[config.mk]
export PLATFORM = sky130hd
export DESIGN_NAME = ptc_min_tree
export DESIGN_NICKNAME = d
export VERILOG_FILES = /design/src/sv/ptc_pkg.sv /design/src/sv/ptc_min_tree.sv
export SDC_FILE = /design/constraint.sdc
export NUM_CORES = 2
export LEC_CHECK = 0
export BUFFER_PORTS_ARGS = -buffer_cell sky130_fd_sc_hd__buf_2
export CORE_AREA = 2 2 370 372
export DETAILED_ROUTE_END_ITERATION = 16
export DIE_AREA = 0 0 372 374
export PLACE_DENSITY_LB_ADDON = 0.3
export SYNTH_ARGS = -nofsm -noshare
export SYNTH_HDL_FRONTEND = slang
export SYNTH_SLANG_ARGS = --single-unit
[constraint.sdc]
create_clock -name clk -period 2.66 [get_ports clk]
set_input_delay 0.532 -clock clk [delete_from_list [all_inputs] [get_ports clk]]
set_output_delay 0.532 -clock clk [all_outputs]
set_load 0.05 [all_outputs]
[src/sv/ptc_pkg.sv]
// Shared types, widths and helpers of the patch template classifier.
package ptc_pkg;

    // Default sizes
    localparam int TEMPLATE_COUNT_DEF = 9;
    localparam int PATCH_SIDE_DEF     = 20;

    // Fixed field widths
    localparam int OP_W     = 2;
    localparam int SLOT_W   = 4;
    localparam int IDX_W    = 9;
    localparam int PIX_W    = 8;
    localparam int LET_W    = 8;
    localparam int LIM_W    = 17;
    localparam int ACC_W    = 25;
    localparam int SQ_W     = 2 * PIX_W;
    localparam int CFG_W    = 4;
    localparam int IN_W     = 48;
    localparam int OUT_W    = 40;
    localparam int RES_W    = 1 + LET_W + SLOT_W + ACC_W;

    // Reset value of the active template count
    localparam logic [CFG_W-1:0] ACTIVE_RESET = CFG_W'(9);

    // Symbol reported when nothing matches (space)
    localparam logic [LET_W-1:0] SPACE_CODE = LET_W'(32);

    // Result queue depth; covers every result in flight through the pipeline
    localparam int OUT_DEPTH = 16;

    // Item kinds carried in s_tuser
    typedef enum logic [OP_W-1:0] {
        OP_TPIX  = 2'd0,
        OP_TMETA = 2'd1,
        OP_PATCH = 2'd2
    } op_t;

    // Per-lane pipeline control
    typedef struct packed {
        logic s2_vld;
        logic s2_first;
    } lane_step_t;

    // One candidate of the minimum search
    typedef struct packed {
        logic              vld;
        logic [SLOT_W-1:0] slot;
        logic [ACC_W-1:0]  sum;
        logic [LET_W-1:0]  letter;
        logic [LIM_W-1:0]  limit;
    } node_t;

    // Keep the lower-index candidate unless the other one is strictly smaller
    function automatic node_t node_min(node_t lo, node_t hi);
        node_t res;
        res = lo;
        if (hi.vld && (!lo.vld || (hi.sum < lo.sum)))
            res = hi;
        return res;
    endfunction

endpackage

[src/sv/ptc_min_tree.sv]
// Registered comparison tree that finds the first template with the least error.
module ptc_min_tree
    import ptc_pkg::*;
    #(
        parameter int TEMPLATE_COUNT = TEMPLATE_COUNT_DEF,
        localparam int LVLS          = $clog2(TEMPLATE_COUNT),
        localparam int LEAVES        = 1 << LVLS
    )
    (
        input  logic  clk,
        input  logic  rst_n,
        input  logic  in_valid,
        input  node_t leaf [LEAVES],
        output logic  out_valid,
        output node_t root
    );

    localparam int NODES = 2 * LEAVES - 1;

    node_t node_reg  [NODES];
    node_t node_next [NODES];
    logic [LVLS:0] vld_reg;

    // Leaves load the candidates, inner nodes pick from their children
    always_comb
    begin
        for (int i = 0; i < NODES; i++)
        begin
            if (i >= LEAVES - 1)
                node_next[i] = leaf[i - (LEAVES - 1)];
            else
                node_next[i] = node_min(node_reg[2 * i + 1], node_reg[2 * i + 2]);
        end
    end

    always_ff @(posedge clk)
    begin
        for (int i = 0; i < NODES; i++)
            node_reg[i] <= node_next[i];
    end

    // Track which level holds a live search
    always_ff @(posedge clk or negedge rst_n)
    begin
        if (!rst_n)
            vld_reg <= '0;
        else
            vld_reg <= (LVLS + 1)'({vld_reg, in_valid});
    end

    assign out_valid = vld_reg[LVLS];
    assign root      = node_reg[0];

endmodule

==> impl_metrics.json <==
{
  "status": "complete, but fails checks",
  "failed_checks": "setup timing",
  "slew_headroom_pct": 58.46,
  "synth.area.top_cells": "dfxtp_1, mux2_2, ha_1",
  "cts_num_sinks": 1710,
  "dr.pass1.iters": 5,
  "finalWirelength_mm": 190.5,
  "powerDensity_nw_per_um2": 889.5,
  "setup_slack_ns": -0.1294,
  "wire_per_inst_microns": 23.76,
  "place.gp.congestion": 0.8374,
  "regArea_sq_um": 34430,
  "clk_pin_slew_worst_paths_ns": 0.07,
  "max_stage_delay_ns": 0.33,
  "synth_area_per_cell_sq_um": 13.53,
  "vias": 37642,
  "die_h_microns": 374,
  "finalClockSkew_ns": 0.04538,
  "coreArea_sq_um": 135000,
  "syn-num-nets": 5220,
  "synth-edff-count": 0,
  "syn_inst": 3977,
  "crit_fanout": 8,
  "max_cap_violations": 0,
  "end_kind": "flop",
  "place_area_sq_um": 60920,
  "rsz0062_at_grt": "yes",
  "die_area_sq_um": 139100,
  "path_cells": "inv_1 -> ha_4 -> a21oi_2 -> o22ai_2 -> a211oi_2 -> o31ai_4 -> a221oi_4 -> buf_6 -> buf_12 -> buf_12 -> buf_8 -> mux2_4",
  "cts-htree-levels": 4,
  "final_antenna_net_count": 0,
  "p_leak_uw": 0.03718,
  "grt_pass1_wl_mm": 245.1,
  "synthArstFlopShare_pct": 0.2924,
  "antenna_found_initial": 35,
  "start_util_pct": 39.87,
  "ys_types": 48,
  "cp.arrival_ns": 3.46,
  "grt_start_max_net_pins": 55,
  "cts_buffers": 170,
  "synth_warnings": 0,
  "multi_input_comb_area_sq_um": 20140,
  "hold_path_class": "input pin to asynchronous set/reset pin",
  "n_fill_cell": 9825,
  "worstPathRequired_ns": 3.33,
  "ys_seq_elements": 1710,
  "hold_viol_final": 0,
  "clk-insertion-delay-late_ns": 0.81,
  "cp_top_family": "compound AO/OA/AOI/OAI gates",
  "syn_to_final_growth_pct": 51.64,
  "drtIter0Drc": 1677,
  "period_minus_slack_ns": 2.789,
  "root_buffer": "clkbuf_16",
  "die_w_microns": 372,
  "cts_buffer_depth": 3,
  "postLayoutCellArea_sq_um": 81610,
  "num_io_pins": 939,
  "fin_nets": 7318,
  "seq_area_frac_synth_pct": 63.66,
  "route.detailed.drc": 0,
  "start_kind": "flop",
  "drive_above_1_share_pct": 42.95,
  "cpMostUsedCell": "buf_12",
  "worstMarginPinSlew_ns": 0.6194,
  "synth_ff_type": "dfxtp_1",
  "port_buffers": 938,
  "grt_pass1_vias": 40471,
  "critPathKind": "flop to flop",
  "critPathBufInv": 5,
  "gr-total-overflow": 0,
  "setup_tns_ns": -4.478,
  "dp_hpwl_mm": 112.7,
  "vdd_drop_max_mv": 0.6715,
  "setup_viol": 147,
  "cts_tree": "done",
  "synth_top_area_share_pct": 63.43,
  "period_share_pct": 104.9,
  "yosys.area.top_type": "dfxtp_1",
  "syn_area_sq_um": 53820,
  "vias_per_cell": 4.695,
  "largest_register_ffs": 1705,
  "track_usage_pct": 23.74,
  "clock.fmax_mhz": 358.5,
  "fp-row-count": 135,
  "drv_slew": 0,
  "cp_slowest_cell": "dfxtp_1"
}
[worst paths after layout]
| check | depth (start not counted) | to | slack [ns] | from |
|---|---|---|---|---|
| setup reg to reg | 12 | node_reg[0][300]$_DFF_P_ | -0.13 | node_reg[0][636]$_DFF_P_ |
| max in group asynchronous | 2 | vld_reg[0]$_DFF_PN0_ | 2.41 | rst_n |
| hold / removal | 2 | vld_reg[4]$_DFF_PN0_ | 0.11 | rst_n |
| min in group clk | 2 | node_reg[1][40]$_DFF_P_ | 0.35 | leaf[810] |
| setup / recovery | 12 | node_reg[0][300]$_DFF_P_ | -0.13 | node_reg[0][636]$_DFF_P_ |
| hold reg to reg | 0 | vld_reg[3]$_DFF_PN0_ | 0.36 | vld_reg[2]$_DFF_PN0_ |
[report_power, final]
group	leakage [uW]	internal, uW	switching [uW]
registers	0.0144	28900	1900
logic	0.0199	8830	8100
clock network	0.00285	14100	10700
[synthesized netlist by cell type, types with 7 or more instances]
| cell | count |
|---|---|
| a221o_1 | 7 |
| mux2_4 | 20 |
| buf_2 | 42 |
| o2111ai_1 | 11 |
| o21ai_0 | 61 |
| ha_1 | 360 |
| and4_1 | 14 |
| a221oi_1 | 10 |
| nor2_1 | 30 |
| o211ai_1 | 8 |
| or2_2 | 15 |
| inv_1 | 390 |
| nor3_1 | 19 |
| buf_6 | 29 |
| nand4_1 | 41 |
| o22ai_1 | 8 |
| a211o_1 | 7 |
| a21o_1 | 16 |
| a21oi_1 | 111 |
| nand3_1 | 36 |
| buf_4 | 60 |
| mux2_2 | 790 |
| nand2_1 | 83 |
| dfxtp_1 | 1705 |
| a211oi_1 | 24 |
[through the flow]
stage | total power [uW] | hold WS [ns] | util, % | worst slack [ns] | instances
after floorplan | 38580 | 0.2364 | - | 0.03699 | 3977
after global placement | 42580 | 0.3388 | 45.14 | -0.1974 | 6662
after detailed placement | 42690 | 0.3357 | 45.14 | -0.2385 | 6662
after CTS | 70050 | 0.04741 | 57.66 | -0.06617 | 7919
after global routing | 75150 | 0.09088 | 60.45 | -0.1987 | 8009
final | 72590 | 0.1118 | 60.47 | -0.1294 | 8018
[placed cells by master, fill, tap and decap left out, types with 29 or more instances in the layout]
cell	count
a21oi_1	81
clkbuf_8	35
buf_4	69
o21ai_0	39
dfxtp_2	135
buf_12	47
clkbuf_1	29
clkinv_2	29
inv_1	352
nand2_1	75
ha_1	270
nand4_1	41
mux2_4	332
buf_2	938
dfxtp_1	1569
mux2_2	478
inv_2	38
buf_16	29
buf_6	35
clkbuf_16	208
nand3_1	33
ha_4	90
dlygate4sd3_1	882
[layer usage]
layer	vias up	share of wire (%)	track usage (%)
li1	17753	-	-
met1	18192	40	26.82
met2	1254	51	43.34
met3	431	4.9	4.554
met4	12	4.5	9.540
met5	-	0.043	0
[timing repair]
action | in CTS | in global routing
buffers inserted | 48 | 37
endpoints found under the setup margin | 555 | 769
pin swaps | 66 | 116
gates resized for setup | 289 | 590
hold buffers | 882 | 0
cloned | 21 | 47
endpoints found under the hold margin | 886 | 0
[layout make-up]
class	instances	area share, %
Timing Repair Buffer	2058	21.35
Multi-Input combinational cell	1745	24.67
Sequential cell	1710	42.19
Inverter	390	1.794
Clock inverter	73	1.239
Clock buffer	234	5.936
Antenna cell	27	0.08279
Tap cell	1781	2.731
[cells by family after synthesis]
| family | count (synthesis) | synth area share (%) |
|---|---|---|
| DFF | 1710 | 63.66 |
| muxes | 810 | 17.09 |
| buffers and inverters | 522 | 4.562 |
| adders and majority gates | 360 | 8.370 |
| AOI/OAI and AO/OA | 304 | 3.746 |
| and+or+nand+nor | 271 | 2.576 |
No activity file was read; power rests on OpenSTA's default activity.
