===== config.mk =====
export PLATFORM = sky130hd
export DESIGN_NAME = ptc_lane
export DESIGN_NICKNAME = d
export VERILOG_FILES = /design/src/sv/ptc_pkg.sv /design/src/sv/ptc_ram.sv /design/src/sv/ptc_lane.sv
export SDC_FILE = /design/constraint.sdc
export NUM_CORES = 2
export LEC_CHECK = 0
export ABC_CLOCK_PERIOD_IN_PS = 11600
export BUFFER_PORTS_ARGS = -buffer_cell sky130_fd_sc_hd__buf_2
export CAP_MARGIN = 15
export CORE_ASPECT_RATIO = 1.5
export CORE_MARGIN = 8
export CORE_UTILIZATION = 55
export CTS_CLUSTER_DIAMETER = 80
export CTS_CLUSTER_SIZE = 40
export DETAILED_ROUTE_END_ITERATION = 7
export PLACE_DENSITY = 0.79
export SLEW_MARGIN = 20
export SYNTH_ARGS = -nofsm -noshare
export SYNTH_HDL_FRONTEND = slang
export SYNTH_SLANG_ARGS = --single-unit

===== constraint.sdc =====
create_clock -name clk -period 11.6 [get_ports clk]
set_input_delay 0.58 -clock clk [delete_from_list [all_inputs] [get_ports clk]]
set_output_delay 0.58 -clock clk [all_outputs]
set_load 0.005 [all_outputs]

===== src/sv/ptc_pkg.sv =====
// Shared types, widths and helpers of the patch template classifier.
package ptc_pkg;

    // Default sizes
    localparam int TEMPLATE_COUNT_DEF = 9;
    localparam int PATCH_SIDE_DEF     = 20;

    // Fixed field widths
    localparam int OP_W     = 2;
    localparam int SLOT_W   = 4;
    localparam int IDX_W    = 9;
    localparam int PIX_W    = 8;
    localparam int LET_W    = 8;
    localparam int LIM_W    = 17;
    localparam int ACC_W    = 25;
    localparam int SQ_W     = 2 * PIX_W;
    localparam int CFG_W    = 4;
    localparam int IN_W     = 48;
    localparam int OUT_W    = 40;
    localparam int RES_W    = 1 + LET_W + SLOT_W + ACC_W;

    // Reset value of the active template count
    localparam logic [CFG_W-1:0] ACTIVE_RESET = CFG_W'(9);

    // Symbol reported when nothing matches (space)
    localparam logic [LET_W-1:0] SPACE_CODE = LET_W'(32);

    // Result queue depth; covers every result in flight through the pipeline
    localparam int OUT_DEPTH = 16;

    // Item kinds carried in s_tuser
    typedef enum logic [OP_W-1:0] {
        OP_TPIX  = 2'd0,
        OP_TMETA = 2'd1,
        OP_PATCH = 2'd2
    } op_t;

    // Per-lane pipeline control
    typedef struct packed {
        logic s2_vld;
        logic s2_first;
    } lane_step_t;

    // One candidate of the minimum search
    typedef struct packed {
        logic              vld;
        logic [SLOT_W-1:0] slot;
        logic [ACC_W-1:0]  sum;
        logic [LET_W-1:0]  letter;
        logic [LIM_W-1:0]  limit;
    } node_t;

    // Keep the lower-index candidate unless the other one is strictly smaller
    function automatic node_t node_min(node_t lo, node_t hi);
        node_t res;
        res = lo;
        if (hi.vld && (!lo.vld || (hi.sum < lo.sum)))
            res = hi;
        return res;
    endfunction

endpackage


===== src/sv/ptc_ram.sv =====
// Generic single-port-write, single-port-read RAM with registered read data.
module ptc_ram
    #(
        parameter int WIDTH = 8,
        parameter int DEPTH = 400,
        localparam int AW   = (DEPTH > 1) ? $clog2(DEPTH) : 1
    )
    (
        input  logic             clk,
        input  logic             wr_en,
        input  logic [AW-1:0]    wr_addr,
        input  logic [WIDTH-1:0] wr_data,
        input  logic [AW-1:0]    rd_addr,
        output logic [WIDTH-1:0] rd_data
    );

    logic [WIDTH-1:0] mem [DEPTH];
    logic [WIDTH-1:0] rd_data_reg;

    // Write port
    always_ff @(posedge clk)
    begin
        if (wr_en)
            mem[wr_addr] <= wr_data;
    end

    // Registered read port
    always_ff @(posedge clk)
    begin
        rd_data_reg <= mem[rd_addr];
    end

    assign rd_data = rd_data_reg;

endmodule


===== src/sv/ptc_lane.sv =====
// One template lane: template pixel memory, squared difference and error accumulator.
module ptc_lane
    import ptc_pkg::*;
    #(
        parameter int PIXELS = PATCH_SIDE_DEF * PATCH_SIDE_DEF,
        localparam int AW    = (PIXELS > 1) ? $clog2(PIXELS) : 1
    )
    (
        input  logic             clk,
        input  logic             rst_n,
        input  logic             wr_en,
        input  logic [AW-1:0]    wr_addr,
        input  logic [PIX_W-1:0] wr_data,
        input  logic [AW-1:0]    rd_addr,
        input  logic [PIX_W-1:0] s1_pix,
        input  lane_step_t       step,
        output logic [ACC_W-1:0] acc_sum
    );

    logic [PIX_W-1:0] tpix;
    logic [PIX_W-1:0] abs_diff;
    logic [SQ_W-1:0]  sq_reg;
    logic [SQ_W-1:0]  sq_next;
    logic [ACC_W-1:0] acc_reg;
    logic [ACC_W-1:0] acc_next;
    logic [ACC_W-1:0] base;
    logic [ACC_W:0]   sum_wide;

    ptc_ram #(
        .WIDTH (PIX_W),
        .DEPTH (PIXELS)
    ) u_ram (
        .clk     (clk),
        .wr_en   (wr_en),
        .wr_addr (wr_addr),
        .wr_data (wr_data),
        .rd_addr (rd_addr),
        .rd_data (tpix)
    );

    // Square the absolute pixel difference
    always_comb
    begin
        abs_diff = (s1_pix >= tpix) ? (s1_pix - tpix) : (tpix - s1_pix);
        sq_next  = SQ_W'(abs_diff) * SQ_W'(abs_diff);
    end

    always_ff @(posedge clk)
    begin
        sq_reg <= sq_next;
    end

    // Add with saturation; the first pixel starts from zero
    always_comb
    begin
        base     = step.s2_first ? '0 : acc_reg;
        sum_wide = {1'b0, base} + (ACC_W + 1)'(sq_reg);
        acc_next = sum_wide[ACC_W] ? '1 : sum_wide[ACC_W-1:0];
    end

    always_ff @(posedge clk or negedge rst_n)
    begin
        if (!rst_n)
            acc_reg <= '0;
        else if (step.s2_vld)
            acc_reg <= acc_next;
    end

    assign acc_sum = acc_next;

endmodule


==> results.toml <==
[worst_setup_path]
worstPathBufferInverterCount = 3
worst-path-max-fanout = 10
worst-endpoint-arrival_ps = 7800
cp_data_required_time_ps = 12270
max_stage_delay_ps = 590
start_kind = "flop"
cpMaxStageDelayCell = "xor2_1"
worst_setup_path_end_kind = "flop"
critical_path.top_delay_family = "adder cells"
worstSetupPathType = "reg -> reg"
crit_path_cell_trace = "inv_1 > ha_1 > a21oi_1 > o21ai_0 > nor2_1 > mux2_2 > o2bb2ai_1 > a21oi_1 > xor2_1 > nor2_1 > fa_1 > fa_1 > inv_1 > fa_1 > fa_1 > inv_1 > ha_1 > nor3_1 > nor2_1 > a31oi_1 > nor2_1 > o21a_1 > o41ai_1 > xnor2_1"

[synthesis]
post_synth_instance_area_mm2 = 0.128
post_synth_inst_count = 6004
ys_seq_area_share_pct = 75.7
share_of_the_synthesized_area_in_the_top_cell_type_pct = 74.9
synth_async_sr_flop_share_pct = 0.770
synth_area_leader_cell = "edfxtp_1"
yosysUniqueCellTypes = 69
yosys-top-cells-area = "edfxtp_1 (75%), mux4_2 (16%), nor2_1 (1.5%)"
synth_nets = 6133
syn_area_per_cell_um2 = 21.4
synth-seq-cells = 3248
synth-warning-count = 0
count_of_flip_flops_with_a_built_in_enable_after_synthesis = 3200
synth_ff_type = "edfxtp_1"

[clock_network]
post-cts-setup-buffer-count = 0
cts_buffer_depth = 3
worst_setup_hold_path_clk_slew_ps = 140
clock_insertion_delay_worst_skew_ps = 810
cts-root-buf = "clkbuf_16"
cts-htree-levels = 3
cts_num_sinks = 3248
cts-buffers-inserted = 94
cts_tree = "done"

[cells_and_area]
largest_register_ffs = 3200
most-common-layout-cells = "edfxtp_1 (3200), mux4_2 (885), nor2_1 (498)"
final_layout_size_suffix_gt1_share_pct = 20.3
areaGrowthSynthToFinish_pct = 5.04
num-nets-final = 6031
most_common_cell_after_layout_fill_and_taps_aside = "edfxtp_1"

[routing]
routed_via_density = 6.70
drt_iter0_markers = 8069
route.antenna.remaining_nets = 0
postRouteWirelength_um = 292000
vias = 60400
drt_drc_violations_left = 0
avgRoutedWirePerCell_um = 32.4
drtPass1Iterations = 8

[sta]
finalClockSkew_ps = 48.9
min_period_ps = 7130
final_hold_violations = 0
worstMarginPinSlew_ps = 1330
timing.setup.tns_ps = 0
finalMaxSlewViolations = 0
min_period_over_period_pct = 61.5
setup-violations-final = 0
grt_setup_unrepaired = "false"
slew-limit-headroom_pct = 10.4
max_freq_mhz = 140

[pwr]
power-per-cell-area_mw_per_mm2 = 160
sw_frac_of_total_pct = 24.9
vdd.ir_drop.worst_mv = 0.497
internal_power_w = 0.0162
switchingPower_w = 0.00537
sequential_cell_fraction_of_total_power_pct = 60.5
clockPowerShare_pct = 22.4
total_leakage_power_nw = 41.0
total_power_w = 0.0216
combinationalPowerShare_pct = 17.1

[status]
outcome = "finished clean"

[global_routing]
grt_use_total_pct = 22.9
grt_max_degree = 199
grt_pass1_vias = 61438
grt_pass1_wl_um = 423000
grt_antenna_before_repair = 15
grt_overflow = 0

[floorplanning]
dieArea_mm2 = 0.249
coreArea_mm2 = 0.232
die_x_um = 410
initial_standard_cell_utilization_of_the_core_pct = 55.2
row_count = 217
io-pin-count = 64
die_height_um = 608

[job]
max_cap_viol_count = 0

[placement]
dp_hpwl_um = 179000
globalplace.congestion = 0.868
placement.io_buffers = 63

[worst_hold_path]
timing.hold.worst.class = "in -> reg"
## area by class of cell
cell class | count | area, µm²
Inverter | 73 | 274
Multi-Input combinational cell | 2334 | 29400
Antenna cell | 15 | 37.5
Timing Repair Buffer | 151 | 1270
Clock inverter | 26 | 342
Clock buffer | 107 | 2400
Sequential cell | 3248 | 97200
Fill cell | 15947 | 97600
Tap cell | 3066 | 3840
## metal layers
layer	routed length, µm	vias up	GRT usage [%]
met3	24500	587	3.53
met1	101000	32016	28.8
met4	15300	8	10.3
met2	152000	3335	39.7
met5	51	-	0
li1	-	24454	-
## metrics by stage
| step | hold WS, ps | cell area (µm²) | std cells | setup slack [ps] | utilization, % |
|---|---|---|---|---|---|
| 2_1_floorplan | 284 | 128000 | 6004 | 5070 | - |
| 3_3_place_gp | 488 | 132000 | 8870 | 4320 | 56.8 |
| 3_5_place_dp | 504 | 132000 | 8870 | 4140 | 56.8 |
| 4_1_cts | 224 | 135000 | 9004 | 4470 | 58.0 |
| 5_1_grt | 261 | 135000 | 9006 | 3970 | 58.0 |
| 6_report | 234 | 135000 | 9020 | 4470 | 58.0 |
## cell usage after synthesis, types with 5 or more instances
cell	instances
xnor2_1	26
buf_1	49
dfxtp_1	23
edfxtp_1	3200
mux2i_1	177
fa_1	27
a21o_1	7
clkbuf_1	173
nor2b_1	34
dfrtp_1	25
nand4_1	5
mux4_2	885
nand3_1	22
nor3_1	20
buf_2	108
xor2_1	18
buf_4	15
nand2_1	132
a22oi_1	43
and2_1	7
a2111o_1	7
inv_1	72
o21a_1	9
o21ai_0	57
mux2_2	5
or2_2	8
a21oi_1	52
o221ai_1	24
a211oi_1	20
nor3b_1	8
nand2b_1	12
a221oi_1	42
a221o_1	14
nor2_1	501
ha_1	63
a31oi_1	26
o22ai_1	11
o211ai_1	10
a22o_1	20
## final timing paths
path                            slack (ps)                      from                     endpoint  cells past startpoint
worst max-delay path                  4470  u_ram.rd_data[7]$_DFF_P_           sq_reg[15]$_DFF_P_                     24
worst min register to register         530    acc_reg[0]$_DFFE_PN0P_       acc_reg[0]$_DFFE_PN0P_                      1
min in group asynchronous              320                     rst_n      acc_reg[15]$_DFFE_PN0P_                      2
worst min-delay path                   230                wr_data[5]  u_ram.mem[108][5]$_DFFE_PP_                      1
worst max register to register        4470  u_ram.rd_data[7]$_DFF_P_           sq_reg[15]$_DFF_P_                     24
max in group asynchronous            10870                     rst_n       acc_reg[7]$_DFFE_PN0P_                      2
## logic make-up after synthesis
kind of cell               after synthesis  share of synthesized area (%)
adders and majority gates               90                           1.04
DFF                                   3248                           75.7
AOI/OAI and AO/OA                      361                           2.03
buffers and inverters                  422                           1.41
and+or+nand+nor                        772                           2.53
muxes                                 1067                           17.0
xor gates and xnor gates                44                          0.300
## what timing repair did
action / CTS / global route
gates resized for setup: 0 / 0
hold endpoints to repair: 25 / 0
hold buffers: 1 / 0
## power groups by stage
stage                     Combinational (W)  Clock (W)  Sequential (W)
after floorplan                     0.00268          0          0.0133
after global placement              0.00367          0          0.0133
after detailed placement            0.00371          0          0.0133
after CTS                           0.00373    0.00484          0.0130
after global routing                0.00413    0.00518          0.0130
final                               0.00370    0.00483          0.0130
(Power assumes the default switching activity.)
