`src/sv/ptc_pkg.sv`:
```
// Shared types, widths and helpers of the patch template classifier.
package ptc_pkg;

    // Default sizes
    localparam int TEMPLATE_COUNT_DEF = 9;
    localparam int PATCH_SIDE_DEF     = 20;

    // Fixed field widths
    localparam int OP_W     = 2;
    localparam int SLOT_W   = 4;
    localparam int IDX_W    = 9;
    localparam int PIX_W    = 8;
    localparam int LET_W    = 8;
    localparam int LIM_W    = 17;
    localparam int ACC_W    = 25;
    localparam int SQ_W     = 2 * PIX_W;
    localparam int CFG_W    = 4;
    localparam int IN_W     = 48;
    localparam int OUT_W    = 40;
    localparam int RES_W    = 1 + LET_W + SLOT_W + ACC_W;

    // Reset value of the active template count
    localparam logic [CFG_W-1:0] ACTIVE_RESET = CFG_W'(9);

    // Symbol reported when nothing matches (space)
    localparam logic [LET_W-1:0] SPACE_CODE = LET_W'(32);

    // Result queue depth; covers every result in flight through the pipeline
    localparam int OUT_DEPTH = 16;

    // Item kinds carried in s_tuser
    typedef enum logic [OP_W-1:0] {
        OP_TPIX  = 2'd0,
        OP_TMETA = 2'd1,
        OP_PATCH = 2'd2
    } op_t;

    // Per-lane pipeline control
    typedef struct packed {
        logic s2_vld;
        logic s2_first;
    } lane_step_t;

    // One candidate of the minimum search
    typedef struct packed {
        logic              vld;
        logic [SLOT_W-1:0] slot;
        logic [ACC_W-1:0]  sum;
        logic [LET_W-1:0]  letter;
        logic [LIM_W-1:0]  limit;
    } node_t;

    // Keep the lower-index candidate unless the other one is strictly smaller
    function automatic node_t node_min(node_t lo, node_t hi);
        node_t res;
        res = lo;
        if (hi.vld && (!lo.vld || (hi.sum < lo.sum)))
            res = hi;
        return res;
    endfunction

endpackage

```
`src/sv/ptc_out_fifo.sv`:
```
// Result queue between the pipeline and the output stream.
module ptc_out_fifo
    import ptc_pkg::*;
    #(
        parameter int WIDTH = OUT_W,
        parameter int DEPTH = OUT_DEPTH,
        localparam int PW   = (DEPTH > 1) ? $clog2(DEPTH) : 1,
        localparam int CW   = $clog2(DEPTH + 1)
    )
    (
        input  logic             clk,
        input  logic             rst_n,
        input  logic             push,
        input  logic [WIDTH-1:0] push_data,
        output logic             out_valid,
        input  logic             out_ready,
        output logic [WIDTH-1:0] out_data
    );

    logic [WIDTH-1:0] slot_reg [DEPTH];
    logic [PW-1:0]    wr_ptr_reg;
    logic [PW-1:0]    rd_ptr_reg;
    logic [CW-1:0]    count_reg;
    logic [CW-1:0]    count_next;
    logic             pop;

    assign pop       = out_valid && out_ready;
    assign out_valid = (count_reg != '0);
    assign out_data  = slot_reg[rd_ptr_reg];

    // Store pushed results
    always_ff @(posedge clk)
    begin
        if (push)
            slot_reg[wr_ptr_reg] <= push_data;
    end

    always_comb
    begin
        count_next = count_reg;
        if (push && !pop)
            count_next = count_reg + 1'b1;
        else if (!push && pop)
            count_next = count_reg - 1'b1;
    end

    // Advance pointers and fill level
    always_ff @(posedge clk or negedge rst_n)
    begin
        if (!rst_n)
        begin
            wr_ptr_reg <= '0;
            rd_ptr_reg <= '0;
            count_reg  <= '0;
        end
        else
        begin
            if (push)
                wr_ptr_reg <= (wr_ptr_reg == PW'(DEPTH - 1)) ? '0 : wr_ptr_reg + 1'b1;
            if (pop)
                rd_ptr_reg <= (rd_ptr_reg == PW'(DEPTH - 1)) ? '0 : rd_ptr_reg + 1'b1;
            count_reg <= count_next;
        end
    end

endmodule

```
`config.mk`:
```
export PLATFORM = sky130hd
export DESIGN_NAME = ptc_out_fifo
export DESIGN_NICKNAME = d
export VERILOG_FILES = /design/src/sv/ptc_pkg.sv /design/src/sv/ptc_out_fifo.sv
export SDC_FILE = /design/constraint.sdc
export NUM_CORES = 1
export LEC_CHECK = 0
export ABC_AREA = 0
export BUFFER_PORTS_ARGS = -buffer_cell sky130_fd_sc_hd__buf_2
export CAP_MARGIN = 0
export CORE_MARGIN = 8
export CORE_UTILIZATION = 55
export DETAILED_ROUTE_END_ITERATION = 10
export GPL_TIMING_DRIVEN = 0
export PLACE_DENSITY = 0.74
export SLEW_MARGIN = 20
export SYNTH_ARGS = -nofsm -noshare
export SYNTH_HDL_FRONTEND = slang
export SYNTH_SLANG_ARGS = --single-unit
```
`constraint.sdc`:
```
create_clock -name clk -period 4.1 [get_ports clk]
set_input_delay 0.82 -clock clk [delete_from_list [all_inputs] [get_ports clk]]
set_output_delay 0.82 -clock clk [all_outputs]
set_load 0.02 [all_outputs]
```
==> summary.txt <==
outcome -> complete, no violations
DR vias -> 12700
worst slew pin tran -> 0.844 ns
Synth Flop Type -> sky130_fd_sc_hd__edfxtp_1
post-route standard cell area excluding fillers -> 29300 um2
reg-to-reg slack, setup -> 1.30 ns
number of cells in the design after placement -> 1899
Crit path required time -> 3.28 ns
average wire length per cell after detail routing -> 28.0 um
Cell Chain, Critical Path -> buf_6, buf_8, nor2b_2, buf_1, a22oi_1, a32oi_1, o21ai_1, buf_2
crit end category -> output port
Data arrival, critical path -> 2.95 ns
detailed-router iteration count before antenna repair -> 5
Global Route met2 Usage -> 0.354
final count of hold timing violations -> 0
cell family with the largest share of critical-path delay -> buffers and inverters
sequential share of the synthesized area -> 0.775
horizontal die dimension -> 230 um
capture point of the worst reg-to-reg path -> count_reg[4]
max-cap viol count -> 0
overall die area -> 52900 um2
Synth Net Count -> 1217
routed via count divided by cell count -> 6.29
Starting Density -> 0.557
number of synthesized flops with an enable pin -> 640
met1 Track Usage GR -> 0.270
Cell Pwr Density -> 703 nW/um2
asr flop ratio synth -> 0.0199
flip-flop and latch count after synthesis -> 653
DRC viols -> 0
Post-Synth Simple-Gate Area -> 0.00774
number of antenna violations at the first check in global routing -> 2
Net count, final -> 1421
share of synthesized cell area in full adder, half adder and majority cells -> 0.00526
number of hold buffers added after cts -> 0
overflow left after global routing -> 0
CP max stage delay -> 0.54 ns
Worst Reg2Reg Path Length in Cells -> 10
maximum fanout along the worst path -> 10
crit start category -> flop
count of final setup violators -> 0
WL final -> 56.5 mm
maximum vdd ir drop -> 436 uV
number of slew-limit violations in the final report -> 0
Layout Area Growth over Synthesis -> 16.3%
mapped cell area -> 25200 um2
slowest cell on the critical path -> sky130_fd_sc_hd__buf_1
Synth Area in XOR/XNOR -> 0.00208
pin count of the biggest net entering global routing -> 22
headroom to the max-slew limit -> 0.435
Global Route Usage Sum -> 0.211
Clock Path Buffers -> 3
max FFs per register -> 640
Clock H-tree levels -> 3
Clock Root Buffer -> sky130_fd_sc_hd__clkbuf_16
mean instance size in the synthesized netlist -> 21.7 um2
clock net sink count -> 653
fraction of layout instances using a drive strength above 1 -> 0.285
unrepaired setup endpoints after global routing -> no
Finished Layout Cells -> 2018
compound-cell area share of the yosys netlist -> 0.0376
latest clock arrival within the worst-skew pair -> 0.58 ns
FF-to-FF Start -> count_reg[0]
Period Utilization, post-route -> 0.919
cell area reported after detailed placement -> 27300 um2
Core ar. -> 45300 um2
Site Rows -> 78
count of unique library cells instantiated by Yosys -> 34
DRT antenna net count -> 0
GPL Wtd Cong -> 0.750
drt first-iter violations -> 1237
post-CTS setup buffers -> 0
register clock-pin slew on the reported worst setup and hold paths -> 0.06 ns
Top-Level Pins -> 85
yosys synthesis warning count -> 0
global-route wire length before repair -> 82.8 mm
Worst Clk Skew -> 0.0182 ns
met3 GRT Util -> 0.0462
overall power of the completed layout -> 0.0206 W
Setup Crit Path Kind -> flop to output port
Critical path buffers and inverters -> 4
Num CTS Buffers -> 66
busiest layer in global routing -> met2
# resized after CTS -> 0
die span in y -> 230 um
worst slack after detailed placement -> 0.753 ns
gate count after technology mapping -> 1163
mux contribution to synthesized area -> 0.157
number of buffer cells added on primary ports -> 84
via count of the first global-routing pass -> 13200
Leakage -> 9.68 nW
critical path depth -> 8
Detailed Place HPWL -> 36.2 mm
Peak Freq -> 265 MHz
Period minus WS final -> 3.77 ns
setup ws final -> 0.332 ns
type of the tightest min-delay check -> input pin to async pin
combinational family with the most area after synthesis -> multiplexers
clock tree from TritonCTS -> done
## metrics by stage
stage                     setup TNS [ns]  utilization  hold slack [ns]
after floorplan                  -129.34            -            0.448
after global placement          -1343.72        0.583            0.467
after detailed placement               0        0.602            0.473
after CTS                              0        0.647            0.115
after global routing                   0        0.647            0.135
final                                  0        0.647            0.134
## kinds of logic (layout without fill, tap and decap cells)
family                   Yosys count  after routing
flip-flops                       653            653
multiplexers                     244            244
AO/OA/AOI/OAI                    136            136
buffers and inverters             73            327
AND/OR/NAND/NOR                   41             41
adder cells (fa/ha/maj)           10             10
XOR/XNOR                           6              6
other                              0              1
## worst reg2reg max path, delay by kind of cell, from the launching register on
family	cells	cell delay, ns
flops	1	0.45
fa+ha+maj	2	0.64
simple gates	3	0.80
mux	1	0.24
xor+xnor	1	0.14
compound gates	2	0.35
buf+inv	1	0.12
## metal layers
layer	up-vias	wire [um]
met5	-	25
met2	598	28300
met3	145	3990
met4	4	1960
met1	6606	22200
li1	5334	-
## where the power goes
| part | internal [W] | leakage [nW] | switching, W |
|---|---|---|---|
| Sequential | 0.00792 | 5.94 | 0.000168 |
| Clock | 0.00332 | 0.999 | 0.00240 |
| Combinational | 0.00267 | 2.74 | 0.00412 |
| Total | 0.0139 | 9.68 | 0.00669 |
## Yosys cell counts (all sizes together) (2+ instances only)
| library cell | n | share of area |
|---|---|---|
| buf | 43 | 0.011 |
| a21oi | 4 | 0.00079 |
| inv | 6 | 0.00089 |
| mux2 | 3 | 0.0013 |
| clkbuf | 24 | 0.0036 |
| nor3 | 3 | 0.00060 |
| o21ai | 46 | 0.0091 |
| edfxtp | 640 | 0.76 |
| ha | 9 | 0.0045 |
| nand2 | 13 | 0.0019 |
| mux4 | 120 | 0.11 |
| a22oi | 40 | 0.012 |
| nor2 | 12 | 0.0018 |
| nand3 | 4 | 0.00079 |
| nor3b | 6 | 0.0018 |
| xnor2 | 5 | 0.0017 |
| dfrtp | 13 | 0.013 |
| a21o | 2 | 0.00060 |
| a32oi | 40 | 0.014 |
| mux2i | 121 | 0.048 |
## cells in the final DEF, fill, tap and decap left out, types with 2 or more instances in the layout
| master | count |
|---|---|
| sky130_fd_sc_hd__dfrtp_1 | 13 |
| sky130_fd_sc_hd__nand2_1 | 13 |
| sky130_fd_sc_hd__clkinv_8 | 3 |
| sky130_fd_sc_hd__xnor2_1 | 5 |
| sky130_fd_sc_hd__buf_2 | 109 |
| sky130_fd_sc_hd__mux2i_1 | 121 |
| sky130_fd_sc_hd__inv_6 | 2 |
| sky130_fd_sc_hd__clkbuf_16 | 68 |
| sky130_fd_sc_hd__a21oi_1 | 4 |
| sky130_fd_sc_hd__a22oi_1 | 40 |
| sky130_fd_sc_hd__mux4_2 | 120 |
| sky130_fd_sc_hd__buf_6 | 16 |
| sky130_fd_sc_hd__nand3_1 | 4 |
| sky130_fd_sc_hd__clkbuf_1 | 43 |
| sky130_fd_sc_hd__buf_16 | 11 |
| sky130_fd_sc_hd__buf_12 | 5 |
| sky130_fd_sc_hd__buf_8 | 7 |
| sky130_fd_sc_hd__a21o_1 | 2 |
| sky130_fd_sc_hd__ha_1 | 9 |
| sky130_fd_sc_hd__a32oi_1 | 40 |
| sky130_fd_sc_hd__clkinv_2 | 9 |
| sky130_fd_sc_hd__o21ai_1 | 40 |
| sky130_fd_sc_hd__edfxtp_1 | 640 |
| sky130_fd_sc_hd__clkinvlp_4 | 2 |
| sky130_fd_sc_hd__bufinv_16 | 4 |
| sky130_fd_sc_hd__nor3b_2 | 5 |
| sky130_fd_sc_hd__inv_1 | 6 |
| sky130_fd_sc_hd__nor2_4 | 8 |
| sky130_fd_sc_hd__buf_1 | 4 |
| sky130_fd_sc_hd__clkinv_1 | 10 |
| sky130_fd_sc_hd__nor3_4 | 2 |
| sky130_fd_sc_hd__mux2_2 | 3 |
| sky130_fd_sc_hd__o21ai_0 | 6 |
| sky130_fd_sc_hd__nor2_1 | 4 |
| sky130_fd_sc_hd__buf_4 | 27 |
## worst max-delay path by stage
| stage | from | end | slack, ns |
|---|---|---|---|
| global route | rd_ptr_reg[0] | out_data[39] | 0.19 |
| CTS | rd_ptr_reg[0] | out_data[39] | 0.28 |
| finish | rd_ptr_reg[0] | out_data[39] | 0.33 |
| floorplan | push | slot_reg[3][0] | -0.65 |
| global placement | push | slot_reg[11][25] | -4.17 |
| detailed placement | push | slot_reg[0][14] | 0.75 |
## cell type report
type	instances	area, um2
antenna	1	2.50
buffer	67	367
clock buffer	88	1780
clock inverter	30	284
fill	2987	16000
inverter	6	22.5
multi-input combinational	437	5390
sequential	653	19500
tap	600	751
timing repair buffer	136	1180
Note: power is estimated with default switching activity, not from simulation.
